==> config.mk <==
export PLATFORM = sky130hd
export DESIGN_NAME = adjacency_matrix_graph_store
export DESIGN_NICKNAME = d
export VERILOG_FILES = /design/src/rtl/amg_pkg.sv /design/src/rtl/amg_mem.sv /design/src/rtl/amg_ctrl.sv /design/src/rtl/adjacency_matrix_graph_store.sv
export VERILOG_INCLUDE_DIRS = /design/src /design/src/rtl
export SDC_FILE = /design/constraint.sdc
export NUM_CORES = 2
export LEC_CHECK = 0
export BUFFER_PORTS_ARGS = -buffer_cell sky130_fd_sc_hd__buf_2
export CELL_PAD_IN_SITES_DETAIL_PLACEMENT = 1
export CELL_PAD_IN_SITES_GLOBAL_PLACEMENT = 1
export CORE_AREA = 2 2 484 486
export CTS_BUF_LIST = sky130_fd_sc_hd__clkbuf_4 sky130_fd_sc_hd__clkbuf_8
export DETAILED_ROUTE_END_ITERATION = 7
export DIE_AREA = 0 0 486 488
export GPL_TIMING_DRIVEN = 0
export PLACE_DENSITY = 0.38
export SYNTH_ARGS = -nofsm -noshare
export SYNTH_HDL_FRONTEND = slang
export SYNTH_HIERARCHICAL = 1
export SYNTH_SLANG_ARGS = --single-unit
==> constraint.sdc <==
create_clock -name clk -period 7.8 [get_ports clk]
set_input_delay 1.56 -clock clk [delete_from_list [all_inputs] [get_ports clk]]
set_output_delay 1.56 -clock clk [all_outputs]
set_load 0.03 [all_outputs]
==> src/rtl/adjacency_matrix_graph_store_macros.svh <==
// Assertion macros used by the graph store controller.
`ifndef ADJACENCY_MATRIX_GRAPH_STORE_MACROS_SVH
`define ADJACENCY_MATRIX_GRAPH_STORE_MACROS_SVH

// Clocked check, quiet while reset is held.
`define AMG_ASSERT(lbl, prop, msg) \
  lbl: assert property (@(posedge clk) disable iff (!rst_n) prop) else $error(msg);

// Clocked check that also holds during reset.
`define AMG_ASSERT_ALWAYS(lbl, prop, msg) \
  lbl: assert property (@(posedge clk) prop) else $error(msg);

`endif

==> src/rtl/amg_pkg.sv <==
// Shared constants and types of the adjacency matrix graph store.
package amg_pkg;

  localparam int AMG_MAX_NODES = 32;

  localparam logic [2:0] OP_ADD_NODE = 3'd0;
  localparam logic [2:0] OP_ADD_EDGE = 3'd1;
  localparam logic [2:0] OP_REM_EDGE = 3'd2;
  localparam logic [2:0] OP_REM_NODE = 3'd3;
  localparam logic [2:0] OP_EXISTS   = 3'd4;
  localparam logic [2:0] OP_DEGREE   = 3'd5;
  localparam logic [2:0] OP_NEIGHB   = 3'd6;

  localparam logic [1:0] ST_OK     = 2'd0;
  localparam logic [1:0] ST_FULL   = 2'd1;
  localparam logic [1:0] ST_BADIDX = 2'd2;

  typedef enum logic [3:0] {
    S_IDLE,
    S_EDGE_WA,
    S_EDGE_WB,
    S_EX_B,
    S_EX_C,
    S_LATCH,
    S_WALK,
    S_RM_LAST,
    S_DONE
  } state_t;

  typedef struct packed {
    logic rd_en;
    logic wr_en;
  } mem_ctl_t;

endpackage

==> src/rtl/amg_mem.sv <==
// Edge matrix row memory: one write and one registered read port, row valid bits.
module amg_mem #(
  parameter int ROWS = amg_pkg::AMG_MAX_NODES
) (
  input  logic                    clk,
  input  logic                    rst_n,
  input  amg_pkg::mem_ctl_t       ctl,
  input  logic [$clog2(ROWS)-1:0] rd_addr,
  input  logic [$clog2(ROWS)-1:0] wr_addr,
  input  logic [ROWS-1:0]         wr_data,
  output logic [ROWS-1:0]         rd_data
);

  logic [ROWS-1:0] mem [ROWS];
  logic [ROWS-1:0] valid_r;
  logic [ROWS-1:0] rd_data_r;
  logic            rd_vld_r;

  always_ff @(posedge clk) begin
    if (ctl.wr_en) begin
      mem[wr_addr] <= wr_data;
    end
    if (ctl.rd_en) begin
      rd_data_r <= mem[rd_addr];
    end
  end

  // A row never written reads as zero.
  always_ff @(posedge clk) begin
    if (!rst_n) begin
      valid_r  <= '0;
      rd_vld_r <= 1'b0;
    end else begin
      if (ctl.wr_en) begin
        valid_r[wr_addr] <= 1'b1;
      end
      if (ctl.rd_en) begin
        rd_vld_r <= valid_r[rd_addr];
      end
    end
  end

  assign rd_data = rd_vld_r ? rd_data_r : '0;

endmodule

==> src/rtl/amg_ctrl.sv <==
// Operation sequencer: read-modify-write of matrix rows and row walks.
`include "adjacency_matrix_graph_store_macros.svh"
module amg_ctrl #(
  parameter int MAX_NODES = amg_pkg::AMG_MAX_NODES
) (
  input  logic                         clk,
  input  logic                         rst_n,
  input  logic                         in_valid,
  output logic                         in_ready,
  input  logic [2:0]                   in_opcode,
  input  logic [4:0]                   in_node_a,
  input  logic [4:0]                   in_node_b,
  input  logic                         cfg_valid,
  output logic                         cfg_ready,
  input  logic                         cfg_data,
  output logic                         out_valid,
  input  logic                         out_ready,
  output logic [1:0]                   out_status,
  output logic                         out_edge_present,
  output logic [6:0]                   out_degree_count,
  output logic [4:0]                   out_new_node_index,
  output logic [31:0]                  out_neighbour_map,
  output amg_pkg::mem_ctl_t            mctl,
  output logic [$clog2(MAX_NODES)-1:0] rd_addr,
  output logic [$clog2(MAX_NODES)-1:0] wr_addr,
  output logic [MAX_NODES-1:0]         wr_data,
  input  logic [MAX_NODES-1:0]         rd_data
);

  localparam int AW = $clog2(MAX_NODES);
  localparam int CW = $clog2(MAX_NODES + 1);
  localparam int XW = (AW > 5) ? AW : 5;

  amg_pkg::state_t state_r, state_nxt;
  logic [2:0]           op_r, op_nxt;
  logic [AW-1:0]        a_r, a_nxt, b_r, b_nxt;
  logic [CW-1:0]        cnt_r, cnt_nxt;
  logic [CW-1:0]        x_r, x_nxt;
  logic [CW-1:0]        lim_r, lim_nxt;
  logic                 dir_r, dir_nxt;
  logic [MAX_NODES-1:0] row_r, row_nxt;
  logic [1:0]           w_status_r, w_status_nxt;
  logic                 w_present_r, w_present_nxt;
  logic [7:0]           acc_r, acc_nxt;
  logic [4:0]           w_newidx_r, w_newidx_nxt;
  logic [31:0]          nmap_r, nmap_nxt;
  logic                 out_valid_r, out_valid_nxt;
  logic [1:0]           o_status_r, o_status_nxt;
  logic                 o_present_r, o_present_nxt;
  logic [6:0]           o_deg_r, o_deg_nxt;
  logic [4:0]           o_newidx_r, o_newidx_nxt;
  logic [31:0]          o_nmap_r, o_nmap_nxt;

  logic [XW-1:0]        a_ext, b_ext;
  logic                 a_ok, b_ok;
  logic [AW-1:0]        last_idx, x_idx;
  logic [CW-1:0]        x_inc;
  logic [MAX_NODES-1:0] row_mod, row_src;
  logic                 in_fire;

  assign a_ext    = XW'(in_node_a);
  assign b_ext    = XW'(in_node_b);
  assign a_ok     = a_ext < cnt_r;
  assign b_ok     = b_ext < cnt_r;
  assign last_idx = lim_r[AW-1:0];
  assign x_idx    = x_r[AW-1:0];
  assign x_inc    = CW'(x_r + 1'b1);
  assign in_fire  = in_valid && in_ready;

  assign in_ready  = (state_r == amg_pkg::S_IDLE);
  assign cfg_ready = 1'b1;

  always_ff @(posedge clk) begin
    if (!rst_n) begin
      state_r     <= amg_pkg::S_IDLE;
      cnt_r       <= '0;
      dir_r       <= 1'b0;
      out_valid_r <= 1'b0;
    end else begin
      state_r     <= state_nxt;
      cnt_r       <= cnt_nxt;
      dir_r       <= dir_nxt;
      out_valid_r <= out_valid_nxt;
    end
  end

  always_ff @(posedge clk) begin
    op_r        <= op_nxt;
    a_r         <= a_nxt;
    b_r         <= b_nxt;
    x_r         <= x_nxt;
    lim_r       <= lim_nxt;
    row_r       <= row_nxt;
    w_status_r  <= w_status_nxt;
    w_present_r <= w_present_nxt;
    acc_r       <= acc_nxt;
    w_newidx_r  <= w_newidx_nxt;
    nmap_r      <= nmap_nxt;
    o_status_r  <= o_status_nxt;
    o_present_r <= o_present_nxt;
    o_deg_r     <= o_deg_nxt;
    o_newidx_r  <= o_newidx_nxt;
    o_nmap_r    <= o_nmap_nxt;
  end

  always_comb begin
    state_nxt     = state_r;
    op_nxt        = op_r;
    a_nxt         = a_r;
    b_nxt         = b_r;
    cnt_nxt       = cnt_r;
    x_nxt         = x_r;
    lim_nxt       = lim_r;
    dir_nxt       = dir_r;
    row_nxt       = row_r;
    w_status_nxt  = w_status_r;
    w_present_nxt = w_present_r;
    acc_nxt       = acc_r;
    w_newidx_nxt  = w_newidx_r;
    nmap_nxt      = nmap_r;
    out_valid_nxt = out_valid_r;
    o_status_nxt  = o_status_r;
    o_present_nxt = o_present_r;
    o_deg_nxt     = o_deg_r;
    o_newidx_nxt  = o_newidx_r;
    o_nmap_nxt    = o_nmap_r;
    mctl          = '0;
    rd_addr       = '0;
    wr_addr       = '0;
    wr_data       = '0;
    row_mod       = rd_data;
    row_src       = rd_data;

    if (cfg_valid) begin
      dir_nxt = cfg_data;
    end
    if (out_valid_r && out_ready) begin
      out_valid_nxt = 1'b0;
    end

    unique case (state_r)
      amg_pkg::S_IDLE: begin
        if (in_valid) begin
          op_nxt        = in_opcode;
          a_nxt         = a_ext[AW-1:0];
          b_nxt         = b_ext[AW-1:0];
          x_nxt         = '0;
          w_status_nxt  = amg_pkg::ST_OK;
          w_present_nxt = 1'b0;
          acc_nxt       = '0;
          w_newidx_nxt  = '0;
          nmap_nxt      = '0;
          state_nxt     = amg_pkg::S_DONE;
          case (in_opcode)
            amg_pkg::OP_ADD_NODE: begin
              if (cnt_r == CW'(MAX_NODES)) begin
                w_status_nxt = amg_pkg::ST_FULL;
              end else begin
                w_newidx_nxt = 5'(cnt_r);
                cnt_nxt      = CW'(cnt_r + 1'b1);
              end
            end
            amg_pkg::OP_ADD_EDGE, amg_pkg::OP_REM_EDGE, amg_pkg::OP_EXISTS: begin
              if (!(a_ok && b_ok)) begin
                w_status_nxt = amg_pkg::ST_BADIDX;
              end else begin
                mctl.rd_en = 1'b1;
                rd_addr    = a_ext[AW-1:0];
                state_nxt  = (in_opcode == amg_pkg::OP_EXISTS) ? amg_pkg::S_EX_B
                                                               : amg_pkg::S_EDGE_WA;
              end
            end
            amg_pkg::OP_REM_NODE: begin
              if (!b_ok) begin
                w_status_nxt = amg_pkg::ST_BADIDX;
              end else begin
                // fetch the last row, it moves into the freed place
                lim_nxt    = CW'(cnt_r - 1'b1);
                mctl.rd_en = 1'b1;
                rd_addr    = lim_nxt[AW-1:0];
                state_nxt  = amg_pkg::S_LATCH;
              end
            end
            amg_pkg::OP_DEGREE, amg_pkg::OP_NEIGHB: begin
              if (!b_ok) begin
                w_status_nxt = amg_pkg::ST_BADIDX;
              end else begin
                lim_nxt    = cnt_r;
                mctl.rd_en = 1'b1;
                rd_addr    = b_ext[AW-1:0];
                state_nxt  = amg_pkg::S_LATCH;
              end
            end
            default: begin
            end
          endcase
        end
      end
      amg_pkg::S_EDGE_WA: begin
        row_mod      = rd_data;
        row_mod[b_r] = (op_r == amg_pkg::OP_ADD_EDGE);
        mctl.wr_en   = 1'b1;
        wr_addr      = a_r;
        wr_data      = row_mod;
        if (!dir_r && (a_r != b_r)) begin
          mctl.rd_en = 1'b1;
          rd_addr    = b_r;
          state_nxt  = amg_pkg::S_EDGE_WB;
        end else begin
          state_nxt = amg_pkg::S_DONE;
        end
      end
      amg_pkg::S_EDGE_WB: begin
        row_mod      = rd_data;
        row_mod[a_r] = (op_r == amg_pkg::OP_ADD_EDGE);
        mctl.wr_en   = 1'b1;
        wr_addr      = b_r;
        wr_data      = row_mod;
        state_nxt    = amg_pkg::S_DONE;
      end
      amg_pkg::S_EX_B: begin
        row_nxt    = rd_data;
        mctl.rd_en = 1'b1;
        rd_addr    = b_r;
        state_nxt  = amg_pkg::S_EX_C;
      end
      amg_pkg::S_EX_C: begin
        w_present_nxt = row_r[b_r] || (!dir_r && rd_data[a_r]);
        state_nxt     = amg_pkg::S_DONE;
      end
      amg_pkg::S_LATCH: begin
        row_nxt = rd_data;
        // undirected degree counts a self-loop twice
        if (op_r == amg_pkg::OP_DEGREE) begin
          acc_nxt = 8'(!dir_r && rd_data[b_r]);
        end
        if (lim_r != '0) begin
          mctl.rd_en = 1'b1;
          rd_addr    = '0;
          state_nxt  = amg_pkg::S_WALK;
        end else begin
          state_nxt = amg_pkg::S_RM_LAST;
        end
      end
      amg_pkg::S_WALK: begin
        case (op_r)
          amg_pkg::OP_REM_NODE: begin
            row_src           = (x_idx == b_r) ? row_r : rd_data;
            row_mod           = row_src;
            row_mod[b_r]      = row_src[last_idx];
            row_mod[last_idx] = 1'b0;
            mctl.wr_en        = 1'b1;
            wr_addr           = x_idx;
            wr_data           = row_mod;
          end
          amg_pkg::OP_DEGREE: begin
            acc_nxt = 8'(acc_r + 8'(row_r[x_idx]) + 8'(dir_r && rd_data[b_r]));
          end
          default: begin
            if (32'(x_r) < 32) begin
              nmap_nxt[5'(x_r)] = row_r[x_idx] || (!dir_r && rd_data[b_r]);
            end
          end
        endcase
        if (x_inc < lim_r) begin
          mctl.rd_en = 1'b1;
          rd_addr    = x_inc[AW-1:0];
          x_nxt      = x_inc;
        end else begin
          state_nxt = (op_r == amg_pkg::OP_REM_NODE) ? amg_pkg::S_RM_LAST
                                                     : amg_pkg::S_DONE;
        end
      end
      amg_pkg::S_RM_LAST: begin
        mctl.wr_en = 1'b1;
        wr_addr    = last_idx;
        wr_data    = '0;
        cnt_nxt    = lim_r;
        state_nxt  = amg_pkg::S_DONE;
      end
      amg_pkg::S_DONE: begin
        // hold until the output register is free
        if (!out_valid_r || out_ready) begin
          out_valid_nxt = 1'b1;
          o_status_nxt  = w_status_r;
          o_present_nxt = w_present_r;
          o_deg_nxt     = (acc_r > 8'd127) ? 7'd127 : acc_r[6:0];
          o_newidx_nxt  = w_newidx_r;
          o_nmap_nxt    = nmap_r;
          state_nxt     = amg_pkg::S_IDLE;
        end
      end
      default: begin
        state_nxt = amg_pkg::S_IDLE;
      end
    endcase
  end

  assign out_valid          = out_valid_r;
  assign out_status         = o_status_r;
  assign out_edge_present   = o_present_r;
  assign out_degree_count   = o_deg_r;
  assign out_new_node_index = o_newidx_r;
  assign out_neighbour_map  = o_nmap_r;

  `AMG_ASSERT(a_rw_no_overlap, (mctl.rd_en && mctl.wr_en) |-> (rd_addr != wr_addr), "row read and write collide")
  `AMG_ASSERT(a_cnt_bound, cnt_r <= CW'(MAX_NODES), "node count beyond capacity")
  `AMG_ASSERT(a_add_grows, (in_fire && in_opcode == amg_pkg::OP_ADD_NODE && cnt_r < CW'(MAX_NODES)) |=> (cnt_r == CW'($past(cnt_r) + 1'b1)), "add node did not grow count")
  `AMG_ASSERT(a_write_busy, mctl.wr_en |-> (state_r != amg_pkg::S_IDLE && state_r != amg_pkg::S_DONE), "row write outside an operation")

endmodule

==> src/rtl/adjacency_matrix_graph_store.sv <==
// Top level of the adjacency matrix graph store.
//
//  channel | direction | handshake            | payload
//  in      | slave     | in_tvalid/in_tready  | tuser opcode, tdata node_a, node_b
//  out     | master    | out_tvalid/out_tready| tuser status, tdata results
//  cfg     | slave     | cfg_valid/cfg_ready  | cfg_data directed_mode
//
// Items run one at a time through a row memory with registered reads.
// Degree, neighbour and remove node walk one row per cycle.
// Reset clears the node count, the mode and the row valid bits; no clearing pass.
// A stalled result holds in the output register; the next item is taken meanwhile.
module adjacency_matrix_graph_store #(
  parameter int MAX_NODES = amg_pkg::AMG_MAX_NODES
) (
  input  logic        clk,
  input  logic        rst_n,
  input  logic        in_tvalid,
  output logic        in_tready,
  input  logic [15:0] in_tdata,   // node_a[4:0], node_b[9:5], zero pad
  input  logic [2:0]  in_tuser,   // opcode[2:0]
  output logic        out_tvalid,
  input  logic        out_tready,
  output logic [47:0] out_tdata,  // edge_present[0], degree_count[7:1],
                                  // new_node_index[12:8], neighbour_map[44:13], zero pad
  output logic [1:0]  out_tuser,  // status[1:0]
  input  logic        cfg_valid,
  output logic        cfg_ready,
  input  logic        cfg_data
);

  localparam int AW = $clog2(MAX_NODES);

  amg_pkg::mem_ctl_t    mctl;
  logic [AW-1:0]        rd_addr, wr_addr;
  logic [MAX_NODES-1:0] wr_data, rd_data;
  logic                 edge_present;
  logic [6:0]           degree_count;
  logic [4:0]           new_node_index;
  logic [31:0]          neighbour_map;

  amg_ctrl #(
    .MAX_NODES(MAX_NODES)
  ) u_ctrl (
    .clk               (clk),
    .rst_n             (rst_n),
    .in_valid          (in_tvalid),
    .in_ready          (in_tready),
    .in_opcode         (in_tuser),
    .in_node_a         (in_tdata[4:0]),
    .in_node_b         (in_tdata[9:5]),
    .cfg_valid         (cfg_valid),
    .cfg_ready         (cfg_ready),
    .cfg_data          (cfg_data),
    .out_valid         (out_tvalid),
    .out_ready         (out_tready),
    .out_status        (out_tuser),
    .out_edge_present  (edge_present),
    .out_degree_count  (degree_count),
    .out_new_node_index(new_node_index),
    .out_neighbour_map (neighbour_map),
    .mctl              (mctl),
    .rd_addr           (rd_addr),
    .wr_addr           (wr_addr),
    .wr_data           (wr_data),
    .rd_data           (rd_data)
  );

  amg_mem #(
    .ROWS(MAX_NODES)
  ) u_mem (
    .clk    (clk),
    .rst_n  (rst_n),
    .ctl    (mctl),
    .rd_addr(rd_addr),
    .wr_addr(wr_addr),
    .wr_data(wr_data),
    .rd_data(rd_data)
  );

  assign out_tdata = {3'b000, neighbour_map, new_node_index, degree_count, edge_present};

endmodule
; Word-level counts from Yosys, hierarchy flattened
; Memory sizes are Yosys's and may differ from the RTL's. A register that Yosys moved wholly into a read port is not among the register bits.
; Index checks and enable logic that the tools add are counted.
[totals]
out_inout_bits = 53
input_bits = 25
memories = 1
ff_bits = 197
word_cells = 211
mem_bits_rw = 1024
[op_classes]
muxes = 90
eq_ne = 32
order_cmp = 16
n_addsub = 5
n_reduce_logical = 41
n_bitwise = 4
[memory_table]
columns = name, words, word_bits, rd, rd_ports_with_merged_regs, wr, line
row1 = u_mem.mem, 32, 32, 1, 1, 1, amg_mem.sv:14  ; logic [ROWS-1:0] mem [ROWS];
[op_table]
columns = op, count
row1 = $mux W32, 6
row2 = $bwmux W32, 4
row3 = $pmux W32 S3, 1
row4 = $pmux W32 S2, 1
row5 = $mux W6, 7
row6 = $pmux W5 S4, 2
row7 = $lt A5 B6 Y1 const B, 6
row8 = $pmux W6 S2, 3
row9 = $mux W5, 7
row10 = $and A32 B32 Y32, 1
row11 = $not A32 Y32, 1
row12 = $or A32 B32 Y32, 1
row13 = $bmux W1 S5, 6
row14 = $mux W4, 7
row15 = $pmux W4 S7, 1
row16 = $mux W1, 26
row17 = $demux W1 S5, 5
row18 = $ge A5 B1 Y1 const B, 5
row19 = $mux W8, 3
row20 = $pmux W8 S3, 1
row21 = $add A8 B1 Y8, 2
row22 = $eq A4 B3 Y1 const B, 4
row23 = $ne A2 B1 Y1 const B, 8
row24 = $pmux W5 S3, 1
row25 = 36 further kinds, 79

; Longest topological paths before layout
[logic_depth]
word_depth = 9
ltp_mapped = 21
depth_no_buf = 16

; Modules after synthesis
; Netlist, hierarchy kept.
[by_module_without_submodules]
columns = module, n_inst, area_per_inst_um2, cells_each, seq_area_each_um2
row1 = amg_mem, 1, 41304.6, 1678, 32371.0
row2 = amg_ctrl, 1, 11851.4, 1234, 4804.6
row3 = adjacency_matrix_graph_store, 1, 33.8, 5, 0.0

; Worst setup path after synthesis
; Ideal clock, no wire load.
[synth_timing]
kind = in2reg
from = in in_tdata[6]
to = reg u_mem.rd_data_r[0], read port of u_mem.mem, data pin
t_arrival_ns = 4.920
setup_time_ns = 0.260
t_required_ns = 7.540
path_buffers = 3
slack_ns = 2.620
path_stages = 13
path_cell_list = ha_1 a21o_1 a21oi_1 o21a_1 a21oi_1 nor3_1 a221o_1 clkbuf_1 clkbuf_1 clkbuf_1 mux4_2 mux4_2 mux2_2
[synth_between]
elab_chain_len = 6
word_cells_on_any_way = 13
classes_between = order compare (1) / mux (11) / reduce/logical (1)
[synth_lines]
columns = element, line
row1 = from (decl), adjacency_matrix_graph_store.sv:19  ; input logic [15:0] in_tdata,
row2 = $lt A5 B6 Y1, amg_ctrl.sv:64  ; assign b_ok = b_ext < cnt_r;
row3 = $logic_and A1 B1 Y1, amg_ctrl.sv:164  ; if (!(a_ok && b_ok)) begin
row4 = $mux W5, amg_ctrl.sv:164
row5 = $pmux W5 S3 *, amg_ctrl.sv:154  ; case (in_opcode)
row6 = $mux W5 *, amg_ctrl.sv:143  ; if (in_valid) begin
row7 = $pmux W5 S4 *, amg_ctrl.sv:141  ; unique case (state_r)
row8 = named net rd_addr[1], adjacency_matrix_graph_store.sv:34  ; logic [AW-1:0] rd_addr, wr_addr;
row9 = to (decl), amg_mem.sv:16  ; logic [ROWS-1:0] rd_data_r;
; Mark *: on every way through the listed nets, which the timed path passes. The rest lies on a longest branch.
; A chain may end at the register's enable or synchronous reset.

; Worst setup path in the final report
[layout_timing]
from = reg u_ctrl.x_r[2]
to = reg u_mem.rd_data_r[11], read port of u_mem.mem, data pin
[layout_between]
elab_chain_len = 4
word_cells_on_any_way = 6
classes_between = add/sub (1) / order compare (1) / mux (4)
[layout_lines]
columns = element, line
row1 = from (decl), amg_ctrl.sv:38  ; logic [CW-1:0] x_r, x_nxt;
row2 = from (signal assigned), amg_ctrl.sv:91  ; x_r <= x_nxt;
row3 = $add A6 B1 Y6, amg_ctrl.sv:67  ; assign x_inc = CW'(x_r + 1'b1);
row4 = named net u_ctrl.x_inc[2], amg_ctrl.sv:57  ; logic [CW-1:0] x_inc;
row5 = $lt A6 B6 Y1, amg_ctrl.sv:265  ; if (x_inc < lim_r) begin
row6 = $mux W5, amg_ctrl.sv:265
row7 = $pmux W5 S4, amg_ctrl.sv:141
row8 = named net rd_addr[1], adjacency_matrix_graph_store.sv:34
; The timed path passes the listed nets, and every way through them passes these cells.

==> results.ini <==
[grt]
grt_pass1_vias=33600
overflow=0
grt_first_pass_wirelength_mm=277.0
grt_use_total=0.1682
grt_max_degree=40
antenna_found_initial=8

[sta]
worst_slew_pin_slew_ns=1.340
tns_ns=0
finalCritPeriodShare=0.9425
max_freq_mhz=136.0
hold_ws_ns=0.4240
rsz0062_at_grt=false
slew_headroom=0.1035
finalClockSkew_ns=0.1078
setup_viol=0
finalCriticalPeriod_ns=7.351
finalMaxSlewViolations=0
setup_ws_ns=0.4485
hold_viol=0

[clocking]
clkSlewWorstSetupHoldPaths_ns=0.06
cts_sinks=1253
cts_resized=0
cts_buffer_depth=3
cts-root-buf=clkbuf_8
cts_tree=yes
clkLatencyLatePin_ns=1.02
cts_buffers=224
post-cts-setup-buffers=0
cts-hold-fix-buffers=0
htreeDepth=4

[layout]
multi_input_area_um2=15290
drive_gt1_frac=0.3162
final_common_cell=edfxtp_1
regArea_um2=37180
nets=3354
final_cells=6553
synthToLayoutAreaGrowth_pct=21.25
final_cell_mix=1,208 x edfxtp_1, 353 x mux4_2, 230 x clkbuf_8, 123 x o21ai_0, 119 x buf_2
n_fill_cell=24000

[synth]
yosys-top-cells-area=edfxtp_1 68%, mux4_2 15%, dfxtp_1 1.7%
synth-seq-cells=1253
ys_types=84
syn_area_per_cell_um2=18.23
synth_flop_cell=edfxtp_1
synth_top_area_frac=0.6820
post-synth-top-area-cell=edfxtp_1
syn_area_um2=53190
async_flop_share=0
synth_edf_count=1208
seq_area_frac_synth=0.6989
syn_inst=2917
yosysWarnings=6

[power_and_ir_drop]
cellPowerDensity_nw_per_um2=233.1
peakVddDrop_mv=0.1822
p_leak_uw=0.01697

[drt]
wl_per_cell_um=30.61
drt_wl_total_mm=200.6
drt_iter0_drc=2449
viasPerCell=4.737
vias=31040
ant_nets=0
remaining_drc_errors=0
dr.pass1.iters=7

[floorplan]
die_area_um2=237200
start_util=0.2294
die_w_um=486
io_pins=78
die_h_um=488
coreArea_um2=231900
rows=177

[setup_path]
cp-start-kind=flop
cp_max_fo=10
crit_type=reg2reg
critPathCaptureType=flop
worstPathArrival_ns=8.02
worstPathRequired_ns=8.47

[worst_hold_path]
hold_class=reg2reg

[run_status]
outcome=finished clean

[placed_design]
dp_hpwl_mm=141.3
io_buffers=67
pre_cts_ws_ns=-0.5210
dp.cells=6125
finalWeightedCongestion=0.8639

[job]
maxCapViolCount=0

## worst max-delay path: stages, from the launching register on
cell and delay [ns]:
edfxtp_1 0.45, clkbuf_1 0.39, clkbuf_1 0.48, xnor2_1 0.34
inv_1 0.10, ha_1 0.28, o21ai_0 0.09, a21oi_1 0.11
a2111oi_2 0.62, o2bb2ai_1 0.23, a221o_1 0.33, clkbuf_1 0.56
clkbuf_1 0.81, buf_1 0.94, mux4_2 0.44, mux4_2 0.54
mux2_2 0.35
## synthesized netlist by cell type (all sizes together) (13+ instances only)
cell	n
ha	20
nor2	126
clkbuf	108
dfxtp	45
nand2	82
xor2	17
o21a	38
and3	19
xnor2	14
a311oi	22
buf	96
a21oi	59
a221oi	36
mux2	35
or2	14
edfxtp	1208
nand2b	16
mux2i	50
nand3b	43
and2	45
o22ai	23
mux4	353
inv	33
a22oi	14
nor2b	13
nor3	82
nand3	28
o21ai	154
## layer usage
layer	part of all wire	wire, µm	vias to the layer above	track usage
li1	-	-	12870	-
met4	0.024	4812	0	0.04596
met2	0.50	99670	938	0.2882
met5	0	0	-	0
met3	0.047	9481	293	0.02964
met1	0.43	86600	16950	0.2179
## registers in the layout, summed over array words and instances (netlist names), 6 cells and up
name                      flops
u_ctrl/acc_r                  8
u_ctrl/cnt_r                  6
u_ctrl/lim_r                  6
u_ctrl/nmap_r                32
u_ctrl/out_degree_count       7
u_ctrl/out_neighbour_map     32
u_ctrl/row_r                 32
u_ctrl/x_r                    6
u_mem/mem                  1024
u_mem/rd_data_r              32
u_mem/valid_r                32
## through the flow
step	power, µW	utilization	cell area, µm²
finish	15030	0.2781	64490
global route	15630	0.2781	64480
CTS	15310	0.2780	64450
detailed placement	8841	0.2580	59830
global placement	8805	0.2473	57340
floorplan	8310	-	53200
## final cells by class
class | instances | share of cell area
clock buffer | 299 | 0.05712
timing repair buffer | 163 | 0.03711
inverter | 34 | 0.001979
antenna | 12 | 0.0004656
clock inverter | 117 | 0.01461
tap | 3043 | 0.05904
sequential | 1253 | 0.5765
multi-input combinational | 1428 | 0.2371
buffer | 204 | 0.01616
## path summary, 6_finish.rpt
path,startpoint,end,slack (ns),cells after the start
min reg2reg,u_ctrl/w_newidx_r[0],u_ctrl/out_new_node_index[0],0.42,0
max,u_ctrl/x_r[2],u_mem/rd_data_r[11],0.45,16
max reg2reg,u_ctrl/x_r[2],u_mem/rd_data_r[11],0.45,16
min,u_ctrl/w_newidx_r[0],u_ctrl/out_new_node_index[0],0.42,0
## power by group
part | internal [µW] | total (µW) | switching [µW]
Sequential | 7430 | 7500 | 64.4
Combinational | 360 | 1190 | 827
Clock | 3390 | 6350 | 2960
Total | 11200 | 15000 | 3850
## logic make-up after synthesis
family | share of synthesized area
compound gates | 0.05152
simple gates | 0.05105
xor+xnor | 0.005105
fa+ha+maj | 0.005269
mux | 0.1663
flops | 0.6989
buf+inv | 0.02171
other cells | 0.0001412
Power figures use the tool's default switching activity.
